[src/rtl/phts_pkg.sv]
// ----------------------------------------------------------------------------
// PES timestamp parser package
// Shared widths, constants, stage structs and the stamp decode function.
// ----------------------------------------------------------------------------
package phts_pkg;

    localparam int STAMP_W  = 33;
    localparam int RAW_W    = 40;
    localparam int IDX_W    = 9;
    localparam int OFF_W    = 9;
    localparam int TDATA_W  = 80;

    localparam logic [STAMP_W-1:0] GAP_RESET = 33'd180000;
    localparam logic [IDX_W-1:0]   IDX_MAX   = '1;

    // Byte positions inside the PES header
    localparam logic [IDX_W-1:0] IDX_MARKER   = 9'd6;
    localparam logic [IDX_W-1:0] IDX_FLAGS    = 9'd7;
    localparam logic [IDX_W-1:0] IDX_HDR_LEN  = 9'd8;
    localparam logic [IDX_W-1:0] IDX_PTS_LO   = 9'd9;
    localparam logic [IDX_W-1:0] IDX_PTS_HI   = 9'd13;
    localparam logic [IDX_W-1:0] IDX_DTS_LO   = 9'd14;
    localparam logic [IDX_W-1:0] IDX_DTS_HI   = 9'd18;

    localparam logic [1:0] MARKER_OK   = 2'b10;
    localparam logic [1:0] KIND_PTS    = 2'b10;
    localparam logic [1:0] KIND_BOTH   = 2'b11;
    localparam logic [7:0] MIN_LEN_PTS  = 8'd5;
    localparam logic [7:0] MIN_LEN_BOTH = 8'd10;

    typedef enum logic [1:0] {
        ST_OK        = 2'd0,
        ST_BAD_MARK  = 2'd1,
        ST_TRUNC     = 2'd2,
        ST_SHORT_LEN = 2'd3
    } status_t;

    // Parser state handed to the stamp stage
    typedef struct packed {
        logic             fire;
        logic             trunc;
        logic [7:0]       marker;
        logic [7:0]       flags;
        logic [7:0]       hdr_len;
        logic [RAW_W-1:0] pts_bytes;
        logic [RAW_W-1:0] dts_bytes;
    } hdr_t;

    typedef struct packed {
        logic [OFF_W-1:0]   payload_offset;
        logic               dts_valid;
        logic               pts_valid;
        logic [STAMP_W-1:0] dts_value;
        logic [STAMP_W-1:0] pts_value;
        status_t            status;
    } result_t;

    typedef struct packed {
        logic               ok;
        logic [STAMP_W-1:0] value;
    } stamp_t;

    // Five bytes a,b1,b2,c1,c2 with marker bits in bit 0 of a, b2 and c2
    function automatic stamp_t decode_stamp(input logic [RAW_W-1:0] raw);
        stamp_t s;
        s.ok    = raw[32] & raw[16] & raw[0];
        s.value = s.ok ? {raw[35:33], raw[31:17], raw[15:1]} : '0;
        return s;
    endfunction

endpackage

[src/rtl/phts_parser.sv]
// ----------------------------------------------------------------------------
// PES header byte parser
// Tracks the byte position, captures header bytes and flags the header end.
// ----------------------------------------------------------------------------
module phts_parser
    import phts_pkg::*;
(
    input  logic       aclk,
    input  logic       aresetn,
    input  logic       accept,
    input  logic       advance,
    input  logic [7:0] byte_in,
    input  logic       first_in,
    input  logic       last_in,
    output hdr_t       hdr
);

    logic [IDX_W-1:0] idx_reg, idx_next;
    logic [7:0]       marker_reg, marker_next;
    logic [7:0]       flags_reg, flags_next;
    logic [7:0]       len_reg, len_next;
    logic [RAW_W-1:0] pts_reg, pts_next;
    logic [RAW_W-1:0] dts_reg, dts_next;
    logic             done_reg, done_next;
    logic             fire_reg, fire_next;
    logic             trunc_reg, trunc_next;

    logic [IDX_W-1:0] cur_idx;
    logic             cur_done;
    logic             hdr_end;

    always_comb begin
        cur_idx     = first_in ? '0 : idx_reg;
        cur_done    = first_in ? 1'b0 : done_reg;
        marker_next = first_in ? '0 : marker_reg;
        flags_next  = first_in ? '0 : flags_reg;
        len_next    = first_in ? '0 : len_reg;
        pts_next    = first_in ? '0 : pts_reg;
        dts_next    = first_in ? '0 : dts_reg;
        idx_next    = cur_idx;
        done_next   = cur_done;
        hdr_end     = 1'b0;
        fire_next   = 1'b0;
        trunc_next  = 1'b0;

        if (!cur_done) begin
            if (cur_idx == IDX_MARKER) begin
                marker_next = byte_in;
            end else if (cur_idx == IDX_FLAGS) begin
                flags_next = byte_in;
            end else if (cur_idx == IDX_HDR_LEN) begin
                len_next = byte_in;
            end else if (cur_idx >= IDX_PTS_LO && cur_idx <= IDX_PTS_HI) begin
                pts_next = {pts_next[RAW_W-9:0], byte_in};
            end else if (cur_idx >= IDX_DTS_LO && cur_idx <= IDX_DTS_HI) begin
                dts_next = {dts_next[RAW_W-9:0], byte_in};
            end

            hdr_end    = (cur_idx >= IDX_HDR_LEN) &&
                         (cur_idx == IDX_HDR_LEN + {1'b0, len_next});
            fire_next  = hdr_end || (last_in && cur_idx >= IDX_HDR_LEN);
            trunc_next = !hdr_end;
            done_next  = hdr_end || last_in;
            if (cur_idx != IDX_MAX) begin
                idx_next = cur_idx + 1'b1;
            end
        end
    end

    always_ff @(posedge aclk) begin
        if (!aresetn) begin
            idx_reg    <= '0;
            marker_reg <= '0;
            flags_reg  <= '0;
            len_reg    <= '0;
            pts_reg    <= '0;
            dts_reg    <= '0;
            done_reg   <= 1'b1;
            fire_reg   <= 1'b0;
            trunc_reg  <= 1'b0;
        end else if (advance) begin
            // fire lasts one advance; state moves only on an accepted word
            fire_reg  <= accept && fire_next;
            trunc_reg <= trunc_next;
            if (accept) begin
                idx_reg    <= idx_next;
                marker_reg <= marker_next;
                flags_reg  <= flags_next;
                len_reg    <= len_next;
                pts_reg    <= pts_next;
                dts_reg    <= dts_next;
                done_reg   <= done_next;
            end
        end
    end

    assign hdr.fire      = fire_reg;
    assign hdr.trunc     = trunc_reg;
    assign hdr.marker    = marker_reg;
    assign hdr.flags     = flags_reg;
    assign hdr.hdr_len   = len_reg;
    assign hdr.pts_bytes = pts_reg;
    assign hdr.dts_bytes = dts_reg;

endmodule

[src/rtl/phts_stamp_unit.sv]
// ----------------------------------------------------------------------------
// PES stamp decode and result register
// Decodes PTS/DTS, checks the stamp gap and holds the result word.
// ----------------------------------------------------------------------------
module phts_stamp_unit
    import phts_pkg::*;
(
    input  logic               aclk,
    input  logic               aresetn,
    input  logic               advance,
    input  hdr_t               hdr,
    input  logic [STAMP_W-1:0] max_gap,
    output logic               res_valid,
    output result_t            res
);

    logic    valid_reg;
    result_t res_reg, res_next;
    stamp_t  pts_dec, dts_dec;
    logic [STAMP_W-1:0] gap;
    logic    mark_ok;
    logic [1:0] kind;

    always_comb begin
        pts_dec  = decode_stamp(hdr.pts_bytes);
        dts_dec  = decode_stamp(hdr.dts_bytes);
        gap      = pts_dec.value - dts_dec.value;
        mark_ok  = (hdr.marker[7:6] == MARKER_OK);
        kind     = hdr.flags[7:6];
        res_next = '0;

        if (!mark_ok) begin
            res_next.status = ST_BAD_MARK;
        end else if (hdr.trunc) begin
            res_next.status = ST_TRUNC;
        end else if ((kind == KIND_BOTH && hdr.hdr_len < MIN_LEN_BOTH) ||
                     (kind == KIND_PTS && hdr.hdr_len < MIN_LEN_PTS)) begin
            res_next.status = ST_SHORT_LEN;
        end else begin
            res_next.status         = ST_OK;
            res_next.payload_offset = IDX_PTS_LO + {1'b0, hdr.hdr_len};
            if (kind == KIND_BOTH) begin
                // drop both stamps when the wrapped gap is out of range
                if (!(pts_dec.ok && dts_dec.ok && gap > max_gap)) begin
                    res_next.pts_valid = pts_dec.ok;
                    res_next.pts_value = pts_dec.value;
                    res_next.dts_valid = dts_dec.ok;
                    res_next.dts_value = dts_dec.value;
                end
            end else if (kind == KIND_PTS) begin
                res_next.pts_valid = pts_dec.ok;
                res_next.pts_value = pts_dec.value;
                res_next.dts_valid = pts_dec.ok;
                res_next.dts_value = pts_dec.value;
            end
        end
    end

    always_ff @(posedge aclk) begin
        if (!aresetn) begin
            valid_reg <= 1'b0;
        end else if (advance) begin
            valid_reg <= hdr.fire;
        end
    end

    always_ff @(posedge aclk) begin
        if (advance && hdr.fire) begin
            res_reg <= res_next;
        end
    end

    assign res_valid = valid_reg;
    assign res       = res_reg;

endmodule

[src/rtl/pes_header_timestamp_parser.sv]
// A result word is valid once the header-ending byte has passed the parser register and then the result register.
// Throughput: one byte per cycle; the two-stage pipe (parser register, result register)
// advances together and holds only while a result word waits on m_tready.
// Reset: synchronous, active low; parsing idles until a byte marked first,
// max_stamp_gap returns to 180000.
// ----------------------------------------------------------------------------
// PES header timestamp parser
// Extracts PTS/DTS and header status from a stream of PES packet bytes.
// ----------------------------------------------------------------------------
module pes_header_timestamp_parser
    import phts_pkg::*;
(
    input  logic                aclk,
    input  logic                aresetn,
    input  logic                s_tvalid,
    output logic                s_tready,
    input  logic [7:0]          s_tdata,   // [7:0] pes_byte
    input  logic [0:0]          s_tuser,   // [0] is_first
    input  logic                s_tlast,   // is_last
    output logic                m_tvalid,
    input  logic                m_tready,
    // [1:0] status, [34:2] pts_value, [67:35] dts_value, [68] pts_valid,
    // [69] dts_valid, [78:70] payload_offset, [79] zero
    output logic [TDATA_W-1:0]  m_tdata,
    input  logic                cfg_valid,
    output logic                cfg_ready,
    input  logic [STAMP_W-1:0]  cfg_data   // max_stamp_gap
);

    logic               advance;
    logic               accept;
    logic [STAMP_W-1:0] max_gap_reg;
    hdr_t               hdr;
    result_t            res;

    assign advance   = !m_tvalid || m_tready;
    assign s_tready  = advance;
    assign accept    = s_tvalid && advance;
    assign cfg_ready = 1'b1;

    always_ff @(posedge aclk) begin
        if (!aresetn) begin
            max_gap_reg <= GAP_RESET;
        end else if (cfg_valid) begin
            max_gap_reg <= cfg_data;
        end
    end

    phts_parser u_parser (
        .aclk     (aclk),
        .aresetn  (aresetn),
        .accept   (accept),
        .advance  (advance),
        .byte_in  (s_tdata),
        .first_in (s_tuser[0]),
        .last_in  (s_tlast),
        .hdr      (hdr)
    );

    phts_stamp_unit u_stamp (
        .aclk      (aclk),
        .aresetn   (aresetn),
        .advance   (advance),
        .hdr       (hdr),
        .max_gap   (max_gap_reg),
        .res_valid (m_tvalid),
        .res       (res)
    );

    assign m_tdata = {1'b0, res};

endmodule

[config.mk]
export PLATFORM = sky130hd
export DESIGN_NAME = pes_header_timestamp_parser
export DESIGN_NICKNAME = d
export VERILOG_FILES = /design/src/rtl/phts_pkg.sv /design/src/rtl/phts_parser.sv /design/src/rtl/phts_stamp_unit.sv /design/src/rtl/pes_header_timestamp_parser.sv
export SDC_FILE = /design/constraint.sdc
export NUM_CORES = 1
export LEC_CHECK = 0
export BUFFER_PORTS_ARGS = -buffer_cell sky130_fd_sc_hd__buf_2
export CAP_MARGIN = 20
export CORE_MARGIN = 5
export CORE_UTILIZATION = 35
export CTS_CLUSTER_SIZE = 40
export DETAILED_ROUTE_END_ITERATION = 8
export GPL_TIMING_DRIVEN = 0
export PLACE_DENSITY = 0.49
export REMOVE_ABC_BUFFERS = 1
export SLEW_MARGIN = 5
export SYNTH_ARGS = -nofsm -noshare
export SYNTH_HDL_FRONTEND = slang
export SYNTH_SLANG_ARGS = --single-unit
[constraint.sdc]
create_clock -name aclk -period 7.5 [get_ports aclk]
set_input_delay 1.125 -clock aclk [delete_from_list [all_inputs] [get_ports aclk]]
set_output_delay 1.125 -clock aclk [all_outputs]
set_load 0.01 [all_outputs]
==> reports/results.tsv <==
metric	value	unit
power_density	189	mW/mm^2
whs_endpoint	u_parser.fire_reg$_SDFFE_PN0N_	
syn_area_per_cell	9.70	sq um
period_minus_slack	6850	ps
dieArea	0.0368	sq mm
setup-violations-final	0	
cts.htree.levels	1	
synth_common_cells	dfxtp_1, nor2b_1, nand2_1	
start_kind	register	
tns	0	ps
ys_types	80	
worst_ir_drop_vdd	0.000138	V
track_usage	17.2	%
layout.cells.non_filler	1752	
grt_first_pass_wirelength	50.5	mm
coreArea	0.0326	sq mm
skew	14.8	ps
wl_per_cell	18.5	um
drv_cap	0	
die_w	192	um
cts_tree	yes	
finalNetCount	1413	
clock_sinks	209	
yosysTopAreaCell	dfxtp_1	
worstSkewPairLatency	520	ps
regToRegSetupSlack	650	ps
netlist_instances	1192	
netlist_area	0.0116	sq mm
p_switching	559	uW
yosys_most_used_dff	dfxtp_1	
drc	0	
power_frac_clock	49.0	%
drtIter0Drc	531	
pwr-share-seq	46.4	%
fin_area	0.0136	sq mm
area_growth	17.5	%
finalMaxSlewViolations	0	
antenna_found_initial	0	
cts_resized	0	
die_h	192	um
routabilityCongestion	0.855	
placed_area	0.0127	sq mm
r2r-start	u_parser.pts_reg[16]$_SDFFE_PN0P_	
synth_edf_count	79	
crit_fanout	19	
dp_slack	730	ps
largest_reg_flops	79	
yosysSeqAreaShare	43.0	%
critPathLaunch	u_parser.pts_reg[16]$_SDFFE_PN0P_	
ant_nets	0	
firstDrtPassIters	5	
cts_buffers	25	
start_util	35.5	%
n_fill_cell	3272	
ys_seq_elements	209	
min_path_cells	2	
rows	66	
fmax	0.146	GHz
hold_ws	484	ps
tightest_slew	1020	ps
r2r_end	u_stamp.res[67]$_SDFFCE_PP0P_	
place_inst	1707	
io_pins	131	
path_class	register to register	
reg2reg_depth	26	
vias_per_cell	5.12	
rsz0062_at_grt	false	
clkTransAtPathRegs	60	ps
p_leak	0.00569	uW
ctsHoldBuffers	0	
vias	8967	
maxSlewHeadroom	32.2	%
grt_max_degree	73	
min_from	u_parser.fire_reg$_SDFFE_PN0N_	
status	complete, no violations	
final_layout_size_suffix_gt1_share	15.9	%
min_period_over_period	91.3	%
worstPathRequired	7870	ps
postSynth.asyncResetShare	0	%
grt_pass1_vias	8998	
internal_power	2010	uW
power_frac_comb	4.6	%
routed_wl	32.4	mm
hold_violations	0	
synth_top_area_share	22.5	%
holdCritPathClass	register to register	
switching_share	21.8	%
cts_buffer_depth	3	
root_buffer	clkbuf_16	
numPortBuffers	128	
place_hpwl	23.1	mm
cts_setup_buffers	0	
ys_top_cells_by_area	dfxtp_1, edfxtp_1, ha_1	
overflow	0	
end_kind	register	
diodes	0	
yosysMostFrequentCell	dfxtp_1	
setup_ws	655	ps
cp_data_arrival_time	7220	ps
ys_warn_count	0	
## worst max-delay path by stage
stage | slack [ps] | end | cells past startpoint
global placement | -470 | u_stamp.res[68]$_SDFFCE_PP0P_ | 22
global route | 220 | u_stamp.res[67]$_SDFFCE_PP0P_ | 26
finish | 650 | u_stamp.res[67]$_SDFFCE_PP0P_ | 26
CTS | 690 | u_stamp.res[67]$_SDFFCE_PP0P_ | 26
floorplan | 1740 | u_stamp.res[37]$_SDFFCE_PP0P_ | 21
detailed placement | 730 | u_stamp.res[67]$_SDFFCE_PP0P_ | 26
## layer usage
layer	global-route usage (%)	vias to the layer above	share of wire, %	wire length [um]
met5	0	-	0	0
met4	3.48	0	1.8	576
met3	2.22	32	3.7	1190
met2	28.4	178	46	15000
met1	24.2	4292	48	15600
li1	-	4465	-	-
## cell type report
cell class	instances	area [sq um]	share of cell area (%)
Sequential cell	209	4970	36.6
Clock buffer	31	678	4.99
Tap cell	442	553	4.07
Clock inverter	14	173	1.27
Inverter	51	191	1.41
Timing Repair Buffer	140	883	6.50
Multi-Input combinational cell	865	6140	45.2
## layout by cell type (no fill, tap or decap), types with 4 or more instances in the layout
cell type	count
o21a_1	13
o21ai_1	4
and3_1	9
a21o_1	23
ha_1	72
clkbuf_16	25
buf_2	127
nor3_1	12
nand3_1	20
or2_2	4
o211ai_1	11
a22oi_1	75
o21ai_0	23
mux2i_1	26
nor3b_1	4
nor2b_1	111
o21bai_1	5
xor2_1	18
xnor2_1	28
clkinv_1	4
a31oi_1	6
a22o_1	32
nor2_1	44
inv_1	51
bufinv_16	4
nand4_1	14
and2_1	69
nand2_1	109
nand2b_1	9
edfxtp_1	79
a21boi_0	12
dfxtp_1	130
buf_16	6
a21oi_1	39
## stage by stage
| stage | power (uW) | utilization [%] |
|---|---|---|
| floorplan | 1270 | - |
| global placement | 1330 | 38.2 |
| detailed placement | 1330 | 39.1 |
| CTS | 2600 | 41.7 |
| global route | 2660 | 41.7 |
| finish | 2570 | 41.7 |
## power by group through the flow
stage               sequential, uW  combinational, uW  clock (uW)
floorplan                     1210               61.0           0
global placement              1220                112           0
detailed placement            1220                119           0
CTS                           1190                119        1290
global route                  1190                131        1330
finish                        1190                118        1260
## cells by family (layout without fill, tap and decap cells)
logic type | Yosys count | after routing | share of synthesized area (%)
compound gates | 287 | 287 | 18.3
other cells | 2 | 2 | 0.0649
fa+ha+maj | 73 | 73 | 7.96
flops | 209 | 209 | 43.0
simple gates | 430 | 430 | 20.4
mux | 27 | 27 | 2.45
xor+xnor | 46 | 46 | 3.48
buf+inv | 118 | 236 | 4.25
## worst max-delay path, cell delays in order, from the launching register on
cell and delay, ps:
dfxtp_1 380, and3_1 650, buf_8 250, nand2_1 100, ha_1 240, fa_1 430, nor2b_1 180, o2111ai_1 150
a31oi_1 380, a31o_2 270, and4_4 270, o311a_1 170, nor2_1 60, o31ai_1 300, xor2_1 190, ha_1 260
a21o_1 160, a21o_1 170, a21oi_1 130, o21ai_0 140, a21oi_1 340, o311ai_1 200, o21a_1 250, a211oi_4 430
buf_8 230, buf_16 170, a22o_1 160
Note: power is estimated with default switching activity, not from simulation.
